File: config.mk
export PLATFORM = sky130hd
export DESIGN_NAME = nav_aiding_mode_sequencer_unit
export DESIGN_NICKNAME = d
export VERILOG_FILES = /design/src/design/navas_pkg.sv /design/src/design/nav_aiding_mode_sequencer_unit.sv /design/src/design/navas_rules.sv
export SDC_FILE = /design/constraint.sdc
export NUM_CORES = 2
export LEC_CHECK = 0
export BUFFER_PORTS_ARGS = -buffer_cell sky130_fd_sc_hd__buf_2
export CORE_ASPECT_RATIO = 0.75
export CORE_UTILIZATION = 55
export CTS_CLUSTER_SIZE = 12
export DETAILED_ROUTE_END_ITERATION = 10
export PLACE_DENSITY = 0.73
export SETUP_SLACK_MARGIN = 0.1
export SYNTH_ARGS = -nofsm -noshare
export SYNTH_HDL_FRONTEND = slang
export SYNTH_SLANG_ARGS = --single-unit
File: constraint.sdc
create_clock -name clk -period 12.09 [get_ports clk]
set_input_delay 3.0225 -clock clk [delete_from_list [all_inputs] [get_ports clk]]
set_output_delay 3.0225 -clock clk [all_outputs]
set_load 0.1 [all_outputs]
File: src/design/navas_pkg.sv
// Package for the navigation aiding mode sequencer.
// Holds the payload, configuration and decision types and the fixed timing constants.
// No dependencies.
`default_nettype none
package navas_pkg;

  localparam int TsCount = 7;

  // Timestamp slots, indexed like the sensor event bits.
  localparam logic [2:0] TS_FLOW_SEEN  = 3'd0;
  localparam logic [2:0] TS_FLOW_VALID = 3'd1;
  localparam logic [2:0] TS_FLOW_FUSED = 3'd2;
  localparam logic [2:0] TS_POS_PASS   = 3'd3;
  localparam logic [2:0] TS_VEL_PASS   = 3'd4;
  localparam logic [2:0] TS_TAS_PASS   = 3'd5;
  localparam logic [2:0] TS_RANGE      = 3'd6;

  localparam logic [31:0] FLOW_TIMEOUT_MS = 32'd5000;
  localparam logic [31:0] RANGE_FRESH_MS  = 32'd500;
  localparam logic [31:0] FLOW_PRESENT_MS = 32'd200;
  localparam logic [1:0]  GPS_PROHIBITED  = 2'd3;

  // Timeout action codes.
  localparam logic [1:0] ACT_KEEP  = 2'd0;
  localparam logic [1:0] ACT_SET   = 2'd1;
  localparam logic [1:0] ACT_CLEAR = 2'd2;

  // Register indexes on the configuration port.
  localparam logic [2:0] REG_GPS_FUSION_MODE  = 3'd0;
  localparam logic [2:0] REG_FLOW_NAV_ENABLED = 3'd1;
  localparam logic [2:0] REG_TILT_DRIFT_MAX   = 3'd2;
  localparam logic [2:0] REG_POS_RETRY_NO_VEL = 3'd3;
  localparam logic [2:0] REG_POS_RETRY_USE_VEL = 3'd4;

  typedef enum logic [1:0] {
    MODE_NONE = 2'd0,
    MODE_REL  = 2'd1,
    MODE_ABS  = 2'd2
  } mode_t;

  typedef logic [TsCount-1:0][31:0] ts_array_t;

  typedef struct packed {
    logic [31:0] now_ms;
    logic [6:0]  sensor_events;
    logic        tilt_aligned;
    logic        yaw_aligned;
    logic        gyro_bias_learned;
    logic        origin_valid;
    logic        gps_good;
    logic        gps_data_ready;
  } in_item_t;

  typedef struct packed {
    logic [1:0] aiding_mode;
    logic       mode_changed;
    logic [1:0] pos_timeout_action;
    logic [1:0] vel_timeout_action;
    logic       tas_timeout_set;
    logic       gps_unavailable_set;
  } out_item_t;

  typedef struct packed {
    logic [1:0]  gps_fusion_mode;
    logic        flow_nav_enabled;
    logic [15:0] tilt_drift_max_ms;
    logic [15:0] pos_retry_no_vel_ms;
    logic [15:0] pos_retry_use_vel_ms;
  } cfg_t;

  typedef struct packed {
    mode_t      mode;
    logic       changed;
    logic [1:0] pos_act;
    logic [1:0] vel_act;
    logic       tas_set;
    logic       gps_na;
    logic       stamp_flow;
    logic       stamp_pos_vel;
  } decision_t;

endpackage
`default_nettype wire

File: src/design/nav_aiding_mode_sequencer_unit.sv
// Navigation aiding mode sequencer, top level.
// The result of an input transfer is registered in the output register.
// Throughput: one item per cycle while the output is not stalled; the mode rules and the timestamp update settle
// in the cycle of the input transfer, so the next item sees the updated state.
// Reset (rst, synchronous): mode none, all timestamps zero, registers at defaults.
// Depends on navas_pkg and navas_rules.
`default_nettype none
module nav_aiding_mode_sequencer_unit (
  input  wire                  clk,
  input  wire                  rst,
  input  wire                  in_valid,
  output logic                 in_ready,
  input  navas_pkg::in_item_t  in_item,
  output logic                 out_valid,
  input  wire                  out_ready,
  output navas_pkg::out_item_t out_item,
  input  wire                  psel,
  input  wire                  penable,
  input  wire                  pwrite,
  input  wire  [4:0]           paddr,
  input  wire  [31:0]          pwdata,
  output logic [31:0]          prdata,
  output logic                 pready
);
  import navas_pkg::*;

  cfg_t      cfg;
  mode_t     mode;
  ts_array_t ts;
  ts_array_t ts_stamped;
  ts_array_t ts_next;
  decision_t dec;
  logic      in_fire;
  logic      cfg_wr;
  logic [2:0] reg_idx;

  assign pready   = 1'b1;
  assign in_ready = !out_valid || out_ready;
  assign in_fire  = in_valid && in_ready;
  assign cfg_wr   = psel && penable && pwrite;
  assign reg_idx  = paddr[4:2];

  always_ff @(posedge clk) begin
    if (rst) begin
      cfg.gps_fusion_mode      <= 2'd0;
      cfg.flow_nav_enabled     <= 1'b0;
      cfg.tilt_drift_max_ms    <= 16'd15000;
      cfg.pos_retry_no_vel_ms  <= 16'd7000;
      cfg.pos_retry_use_vel_ms <= 16'd10000;
    end else if (cfg_wr) begin
      case (reg_idx)
        REG_GPS_FUSION_MODE:   cfg.gps_fusion_mode      <= pwdata[1:0];
        REG_FLOW_NAV_ENABLED:  cfg.flow_nav_enabled     <= pwdata[0];
        REG_TILT_DRIFT_MAX:    cfg.tilt_drift_max_ms    <= pwdata[15:0];
        REG_POS_RETRY_NO_VEL:  cfg.pos_retry_no_vel_ms  <= pwdata[15:0];
        REG_POS_RETRY_USE_VEL: cfg.pos_retry_use_vel_ms <= pwdata[15:0];
        default: ;
      endcase
    end
  end

  always_comb begin
    case (reg_idx)
      REG_GPS_FUSION_MODE:   prdata = {30'd0, cfg.gps_fusion_mode};
      REG_FLOW_NAV_ENABLED:  prdata = {31'd0, cfg.flow_nav_enabled};
      REG_TILT_DRIFT_MAX:    prdata = {16'd0, cfg.tilt_drift_max_ms};
      REG_POS_RETRY_NO_VEL:  prdata = {16'd0, cfg.pos_retry_no_vel_ms};
      REG_POS_RETRY_USE_VEL: prdata = {16'd0, cfg.pos_retry_use_vel_ms};
      default:               prdata = 32'd0;
    endcase
  end

  // This transfer's events are stamped before the rules look at the ages.
  always_comb begin
    for (int i = 0; i < TsCount; i++) begin
      ts_stamped[i] = in_item.sensor_events[i] ? in_item.now_ms : ts[i];
    end
  end

  navas_rules u_rules (
    .cur_mode (mode),
    .ts       (ts_stamped),
    .item     (in_item),
    .cfg      (cfg),
    .dec      (dec)
  );

  always_comb begin
    ts_next = ts_stamped;
    if (dec.stamp_flow) begin
      ts_next[TS_FLOW_VALID] = in_item.now_ms;
      ts_next[TS_FLOW_FUSED] = in_item.now_ms;
    end
    if (dec.stamp_pos_vel) begin
      ts_next[TS_POS_PASS] = in_item.now_ms;
      ts_next[TS_VEL_PASS] = in_item.now_ms;
    end
  end

  always_ff @(posedge clk) begin
    if (rst) begin
      mode      <= MODE_NONE;
      ts        <= '0;
      out_valid <= 1'b0;
    end else if (in_fire) begin
      mode      <= dec.mode;
      ts        <= ts_next;
      out_valid <= 1'b1;
    end else if (out_ready) begin
      out_valid <= 1'b0;
    end
  end

  always_ff @(posedge clk) begin
    if (in_fire) begin
      out_item.aiding_mode         <= dec.mode;
      out_item.mode_changed        <= dec.changed;
      out_item.pos_timeout_action  <= dec.pos_act;
      out_item.vel_timeout_action  <= dec.vel_act;
      out_item.tas_timeout_set     <= dec.tas_set;
      out_item.gps_unavailable_set <= dec.gps_na;
    end
  end

endmodule
`default_nettype wire

File: src/design/navas_rules.sv
// Mode rules of the aiding sequencer: ages, timeout tests and the next mode.
// Purely combinational; depends on navas_pkg.
`default_nettype none
module navas_rules (
  input  navas_pkg::mode_t     cur_mode,
  input  navas_pkg::ts_array_t ts,
  input  navas_pkg::in_item_t  item,
  input  navas_pkg::cfg_t      cfg,
  output navas_pkg::decision_t dec
);
  import navas_pkg::*;

  logic [TsCount-1:0][31:0] age;
  logic        gps_allowed;
  logic        ready_gps;
  logic        stable;
  logic        flow_present;
  logic        sensor_to;
  logic        fuse_to;
  logic [15:0] tmin_a;
  logic [15:0] tmin;
  logic [31:0] tmin_w;
  logic [31:0] tilt_w;
  logic [31:0] pos_lim_w;
  logic        flow_used;
  logic        tas_used;
  logic        pos_used;
  logic        vel_used;
  logic        att_aid;
  logic        vel_aid;
  logic        att_crit;
  logic        pos_crit;
  logic        range_fresh;

  // The timestamps seen here already carry this transfer's event stamps.
  always_comb begin
    for (int i = 0; i < TsCount; i++) begin
      age[i] = item.now_ms - ts[i];
    end
  end

  always_comb begin
    gps_allowed  = cfg.gps_fusion_mode != GPS_PROHIBITED;
    ready_gps    = item.origin_valid && item.tilt_aligned && item.yaw_aligned &&
                   item.gps_good && gps_allowed && item.gps_data_ready;
    stable       = item.tilt_aligned && item.yaw_aligned && item.gyro_bias_learned;
    flow_present = age[TS_FLOW_SEEN] < FLOW_PRESENT_MS;
    sensor_to    = age[TS_FLOW_VALID] > FLOW_TIMEOUT_MS;
    fuse_to      = age[TS_FLOW_FUSED] > FLOW_TIMEOUT_MS;
    range_fresh  = age[TS_RANGE] < RANGE_FRESH_MS;

    tmin_a = (cfg.pos_retry_no_vel_ms < cfg.pos_retry_use_vel_ms) ?
             cfg.pos_retry_no_vel_ms : cfg.pos_retry_use_vel_ms;
    tmin   = (cfg.tilt_drift_max_ms < tmin_a) ? cfg.tilt_drift_max_ms : tmin_a;
    tmin_w = {16'd0, tmin};
    tilt_w = {16'd0, cfg.tilt_drift_max_ms};

    flow_used = age[TS_FLOW_FUSED] <= tmin_w;
    tas_used  = age[TS_TAS_PASS] <= tmin_w;
    pos_used  = age[TS_POS_PASS] <= tmin_w;
    vel_used  = age[TS_VEL_PASS] <= tmin_w;
    att_aid   = pos_used || vel_used || flow_used || tas_used;
    vel_aid   = vel_used || tas_used || flow_used;
    pos_lim_w = vel_aid ? {16'd0, cfg.pos_retry_use_vel_ms} :
                          {16'd0, cfg.pos_retry_no_vel_ms};

    att_crit = !att_aid && (age[TS_FLOW_FUSED] > tilt_w) && (age[TS_TAS_PASS] > tilt_w) &&
               (age[TS_POS_PASS] > tilt_w) && (age[TS_VEL_PASS] > tilt_w);
    pos_crit = !pos_used && (age[TS_POS_PASS] > pos_lim_w);

    dec = '0;
    dec.mode    = cur_mode;
    dec.pos_act = ACT_KEEP;
    dec.vel_act = ACT_KEEP;

    case (cur_mode)
      MODE_NONE: begin
        if (gps_allowed && ready_gps && stable) begin
          dec.mode = MODE_ABS;
        end else if (flow_present && cfg.flow_nav_enabled && stable) begin
          dec.mode = MODE_REL;
        end
      end
      MODE_REL: begin
        if (gps_allowed && ready_gps) begin
          dec.mode = MODE_ABS;
        end else if (sensor_to || fuse_to) begin
          dec.mode = MODE_NONE;
        end
      end
      MODE_ABS: begin
        if (att_crit) begin
          dec.mode    = MODE_NONE;
          dec.pos_act = ACT_SET;
          dec.vel_act = ACT_SET;
          dec.tas_set = 1'b1;
          dec.gps_na  = 1'b1;
        end else if (pos_crit) begin
          // Fall back to no aiding only when flow navigation could take over.
          if (cfg.flow_nav_enabled && flow_present && range_fresh) begin
            dec.mode = MODE_NONE;
          end
          dec.pos_act = ACT_SET;
          dec.vel_act = ACT_SET;
          dec.gps_na  = 1'b1;
        end
      end
      default: begin
        dec.mode = cur_mode;
      end
    endcase

    dec.changed = dec.mode != cur_mode;

    // Entering a mode overrides the position and velocity actions taken by the timeout rules.
    if (dec.changed) begin
      case (dec.mode)
        MODE_NONE: begin
          dec.pos_act = ACT_SET;
          dec.vel_act = ACT_SET;
        end
        MODE_REL: begin
          dec.pos_act    = ACT_SET;
          dec.vel_act    = ACT_SET;
          dec.stamp_flow = 1'b1;
        end
        MODE_ABS: begin
          dec.pos_act       = ACT_CLEAR;
          dec.vel_act       = ACT_CLEAR;
          dec.stamp_pos_vel = 1'b1;
        end
        default: begin
          dec.pos_act = ACT_KEEP;
        end
      endcase
    end
  end

endmodule
`default_nettype wire
### Word level (Yosys, flattened, before mapping)

Index checks and enable logic that the tools add are counted.

| word-level totals | value |
|---|---|
| register bits | 287 |
| input port bits | 89 |
| word-level logic and storage cells | 127 |

| cells by class | value |
|---|---|
| add/subtract/negate cells | 7 |
| magnitude comparators | 15 |
| equality and inequality tests | 10 |
| muxes and demuxes | 35 |
| reductions and logical operators | 40 |

Operators by type and width:

| kind | number |
|---|---|
| 32-bit two-way mux | 7 |
| 32-bit subtractor | 7 |
| 32-bit by 16-bit > comparator with 1-bit output | 4 |
| 32-bit by 16-bit <= comparator with 1-bit output | 4 |
| 64-bit two-way mux | 2 |
| 16-bit case mux with 5 select lines | 1 |
| 32-bit by 13-bit > comparator with 1-bit output, second input constant | 2 |
| 16-bit two-way mux | 3 |
| 32-bit > comparator | 1 |
| 16-bit < comparator | 2 |
| 32-bit by 8-bit < comparator with 1-bit output, second input constant | 1 |
| 32-bit by 9-bit < comparator with 1-bit output, second input constant | 1 |
| 1-bit logical AND | 20 |
| 2-bit two-way mux | 8 |
| 2-bit AND reduction | 5 |
| 4-bit two-way mux | 2 |
| 2-bit case mux with 2 select lines | 2 |
| 1-bit logical OR | 7 |
| 1-bit two-way mux | 7 |
| 3-bit by 2-bit equality test with 1-bit output, second input constant | 2 |
| 6-bit two-way mux | 1 |
| 2-bit case mux with 3 select lines | 1 |
| 2-bit by 1-bit equality test with 1-bit output, second input constant | 2 |
| 2-bit equality test, second input constant | 2 |
| other kinds (10) | 13 |

### Longest topological paths before layout

| depth | value |
|---|---|
| word-level depth | 19 |
| gate-level depth with buffers | 45 |
| mapped depth without buffers | 40 |

### By module

A second synthesis with hierarchy kept.

| unflattened totals | value |
|---|---|
| cell total of the unflattened synthesis | 4057 |
| area total of the unflattened synthesis | 32160.8 um2 |

Modules (own cells, without submodules):

| module | instances | cells an instance | area an instance (um2) | sequential area each (um2) |
|---|---|---|---|---|
| navas_rules | 1 | 2588 | 17862.1 | 0.0 |
| nav_aiding_mode_sequencer_unit | 1 | 1469 | 14298.7 | 5835.6 |

### Least setup slack after synthesis

Ideal clock, no wire load.

| path | value |
|---|---|
| path kind | input-to-reg |
| start point | input in_item[8] (netlist name) |
| end point | register out_item[6] (netlist name) (data pin) |
| library setup time | 0.259 ns |
| arrival time | 9.489 ns |
| data required time | 11.831 ns |
| setup slack | 2.342 ns |
| stages | 29 |
| cells stage by stage | clkbuf_1 buf_1 mux2i_1 fa_1 a21o_1 a221oi_2 a211oi_1 nor3_2 or4_1 mux2i_1 or4_1 or4b_1 o311a_1 buf_2 buf_2 mux2i_1 ha_1 a21o_1 a21o_1 a21oi_1 nor2_1 a211oi_1 a21oi_1 o21ai_0 nand2_1 a21boi_0 or4_4 a21oi_1 a211o_1 |

RTL lines:

| what | RTL line | source |
|---|---|---|
| start, declared | nav_aiding_mode_sequencer_unit.sv:13 | `input navas_pkg::in_item_t in_item,` |
| end, declared | nav_aiding_mode_sequencer_unit.sv:16 | `output navas_pkg::out_item_t out_item,` |

==> impl_metrics.yaml <==
status:
  status: "finished clean"
critical_path:
  crit_path_top_delay_cell: "sky130_fd_sc_hd__a21boi_0"
  reg_to_reg_slack_setup_ps: 1250
  number_of_cells_traversed_by_the_worst_register_to_register_path: 40
  reg2reg_from: "cfg[2]"
  criticalPathCategory: "in -> reg"
  critical_path_arrival_ps: 11410
  worst_path_largest_cell_delay_ps: 640
  crit_buf_inv: 1
  timing.critical_path.required_ps: 12410
  worst_flop_to_flop_path_endpoint: "out_item[6]"
  critical_path.most_common_cell: "sky130_fd_sc_hd__a21oi_1"
  timing.critical_path.from_type: "input port"
  crit_path_end_kind: "flop"
  crit_fanout: 17
  cpLargestDelayFamily: "compound AO/OA/AOI/OAI gates"
pwr:
  power.share.sequential: 0.265
  ir_worst_vdd_v: 0.000109
  total_leakage_power_nw: 14.1
  p_per_area_nw_per_um2: 117
  pwr-share-clk: 0.274
  netSwitchingPower_mw: 1.60
  p_int_mw: 2.26
  sw_frac_of_total: 0.415
  power_frac_comb: 0.461
clock_network:
  numCtsBuffers: 34
  cts_max_path_buffers: 3
  cts-htree-levels: 2
  clock_latency_reported_for_the_late_side_of_the_worst_skew_pair_ps: 570
  postCtsSetupRepairBufs: 0
  cts_hold_bufs: 0
  cts.sinks: 286
  cts.reportedPaths.clkPinSlew_ps: 60
  cts-resized-gates: 0
  cts.root.buffer_cell: "sky130_fd_sc_hd__clkbuf_16"
  cts_tree: "yes"
floorplan:
  initial_utilization: 0.562
  boundaryPins: 133
  die-width_um: 276
  chipHeight_um: 207
  placementRows: 74
  full_die_area_um2: 57100
  floorplan.core_area_um2: 54900
timing:
  slew_viol_final: 0
  worst_slack_ps: 1000
  rsz0062_at_grt: "no"
  report.final.hold_viol_count: 0
  max_slew_margin: 0.273
  layout_min_cycle_time_ps: 11090
  fmaxAchievable_mhz: 90.2
  final.setup.tns_ps: 0
  skew_ps: 22.8
  transition_time_at_the_pin_with_the_least_slew_margin_ps: 1090
  report.final.setup_viol: 0
  layout_worst_path_cycle_share: 0.917
placed_design:
  place.port_buffers: 97
  gpl.final_weighted_congestion: 0.976
  pre_cts_ws_ps: 764
  dp.final_hpwl_mm: 73.6
min_path:
  hold_class: "reg -> reg"
  hold_path_end: "ts[103]"
  min_from: "ts[103]"
  hold_depth: 2
detailed_routing:
  route.antenna.remaining_nets: 0
  vias_per_cell: 6.44
  remaining_routing_drc_violations: 0
  total_number_of_vias: 30400
  firstDrtPassIters: 6
  drt_wl_total_mm: 97.3
  post_dr_wirelength_cell_um: 20.6
  drt_first_iter_violations: 3370
yosys:
  post_syn_area_um2: 30900
  yosysTopAreaCellShare: 0.180
  synth_warnings: 0
  synth_area_per_cell_um2: 7.69
  post_synth_edffs: 8
  syn-instance-count: 4012
  async_flop_share: 0
  netlist.top_cell.by_area: "sky130_fd_sc_hd__dfxtp_1"
  most_frequently_used_flop_master_after_synthesis: "sky130_fd_sc_hd__dfxtp_1"
  ys_seq_area_frac: 0.188
  synth.most_common_cell: "sky130_fd_sc_hd__nand2_1"
  post_synth_num_cell_types: 103
  synth_top_cells_by_area: "sky130_fd_sc_hd__dfxtp_1 (18%), sky130_fd_sc_hd__ha_1 (16%), sky130_fd_sc_hd__mux2i_1 (11%), sky130_fd_sc_hd__a21oi_1 (6.0%), sky130_fd_sc_hd__nand2_1 (5.6%)"
  ys_seq_elements: 286
  synth_top_cells_by_count: "sky130_fd_sc_hd__nand2_1 (457), sky130_fd_sc_hd__ha_1 (384), sky130_fd_sc_hd__a21oi_1 (373), sky130_fd_sc_hd__nor2_1 (362), sky130_fd_sc_hd__mux2i_1 (351)"
job:
  cap_violations: 0
final_layout:
  antenna_cells_inserted: 0
  multiInputGateArea_um2: 23700
  register_area_um2: 5810
  final_nets: 4447
  flow.area_growth_from_synthesis_pct: 6.56
  fill_cells: 5101
  post_route_cells_drive_above_1_share: 0.0688
global_routing:
  number_of_global_route_vias_before_repair: 26400
  grt_pass1_wl_mm: 152
  globalRoute.totalOverflow: 0
  maximum_number_of_pins_on_one_net_before_global_route_repair: 130
  grt_antenna_before_repair: 1
  groute.usage.overall: 0.333
-- worst register-to-register path: cells and delay by family, from the launching register on --
kind | cells | cell delay [ps]
AO/OA/AOI/OAI | 25 | 6120
AND/OR/NAND/NOR | 6 | 1520
adder cells (fa/ha/maj) | 4 | 1110
multiplexers | 3 | 960
flip-flops | 1 | 500
buffers and inverters | 2 | 380
-- power groups by stage --
| stage | registers (mW) | clock network [mW] | logic (mW) |
|---|---|---|---|
| floorplan | 1.05 | 0 | 1.28 |
| global placement | 1.04 | 0 | 1.70 |
| detailed placement | 1.04 | 0 | 1.71 |
| CTS | 1.02 | 1.08 | 1.72 |
| global route | 1.03 | 1.11 | 1.94 |
| finish | 1.02 | 1.06 | 1.78 |
-- routing by layer --
layer  global-route usage  share of wire  vias to the layer above
li1                     -              -                    14800
met1                0.542           0.50                    14200
met2                0.442           0.38                     1288
met3               0.0601           0.10                       97
met4               0.0606          0.017                        0
met5                    0              0                        -
-- placed cells by master, fill, tap and decap left out, types with 86 or more instances in the layout --
cell type / n
sky130_fd_sc_hd__nand2_1: 457
sky130_fd_sc_hd__ha_1: 384
sky130_fd_sc_hd__a21oi_1: 373
sky130_fd_sc_hd__nor2_1: 360
sky130_fd_sc_hd__mux2i_1: 351
sky130_fd_sc_hd__dfxtp_1: 278
sky130_fd_sc_hd__o21ai_0: 185
sky130_fd_sc_hd__a211oi_1: 127
sky130_fd_sc_hd__a21o_1: 125
sky130_fd_sc_hd__inv_1: 110
sky130_fd_sc_hd__buf_2: 96
sky130_fd_sc_hd__nand4_1: 86
-- kinds of logic (layout without fill, tap and decap cells) --
family,count (synthesis),count (layout),share of synthesized area
AO/OA/AOI/OAI,1204,1204,0.257
XOR/XNOR,115,115,0.0326
adder cells (fa/ha/maj),389,389,0.159
buffers and inverters,361,329,0.0471
flip-flops,286,286,0.188
multiplexers,366,366,0.120
other,2,17,0.000243
AND/OR/NAND/NOR,1289,1289,0.196
-- worst max-delay path by stage --
stage          slack, ps         from     endpoint  cells after the start
6_report            1000  in_item[14]  out_item[6]                     34
5_1_grt              690       cfg[2]  out_item[6]                     41
4_1_cts             1350  in_item[13]  out_item[6]                     34
3_5_place_dp         760  in_item[13]  out_item[6]                     34
3_3_place_gp         910  in_item[13]  out_item[6]                     34
2_1_floorplan       2340   in_item[8]  out_item[6]                     29
-- through the flow --
step / power [mW] / instances / util / instance area (um^2) / hold WS [ps]
after floorplan: 2.33 / 4027 / - / 30900 / 434
after CTS: 3.82 / 4717 / 0.599 / 32900 / 455
after global placement: 2.74 / 4655 / 0.579 / 31800 / 442
after detailed placement: 2.75 / 4655 / 0.579 / 31800 / 446
after global routing: 4.08 / 4717 / 0.599 / 32900 / 469
final: 3.86 / 4717 / 0.599 / 32900 / 452
-- state kept, by name, indices dropped and copies added (netlist names) --
name	cells
cfg	51
mode	2
out_item	8
out_valid	1
ts	224
-- area by class of cell --
type / count / share of cell area
well taps: 722 / 0.0275
repair buffers: 155 / 0.0283
clock inverters: 10 / 0.00308
multi-input cells: 3380 / 0.721
clock buffers: 52 / 0.0307
inverters: 112 / 0.0129
flip-flops and latches: 286 / 0.177
(Power assumes the default switching activity.)
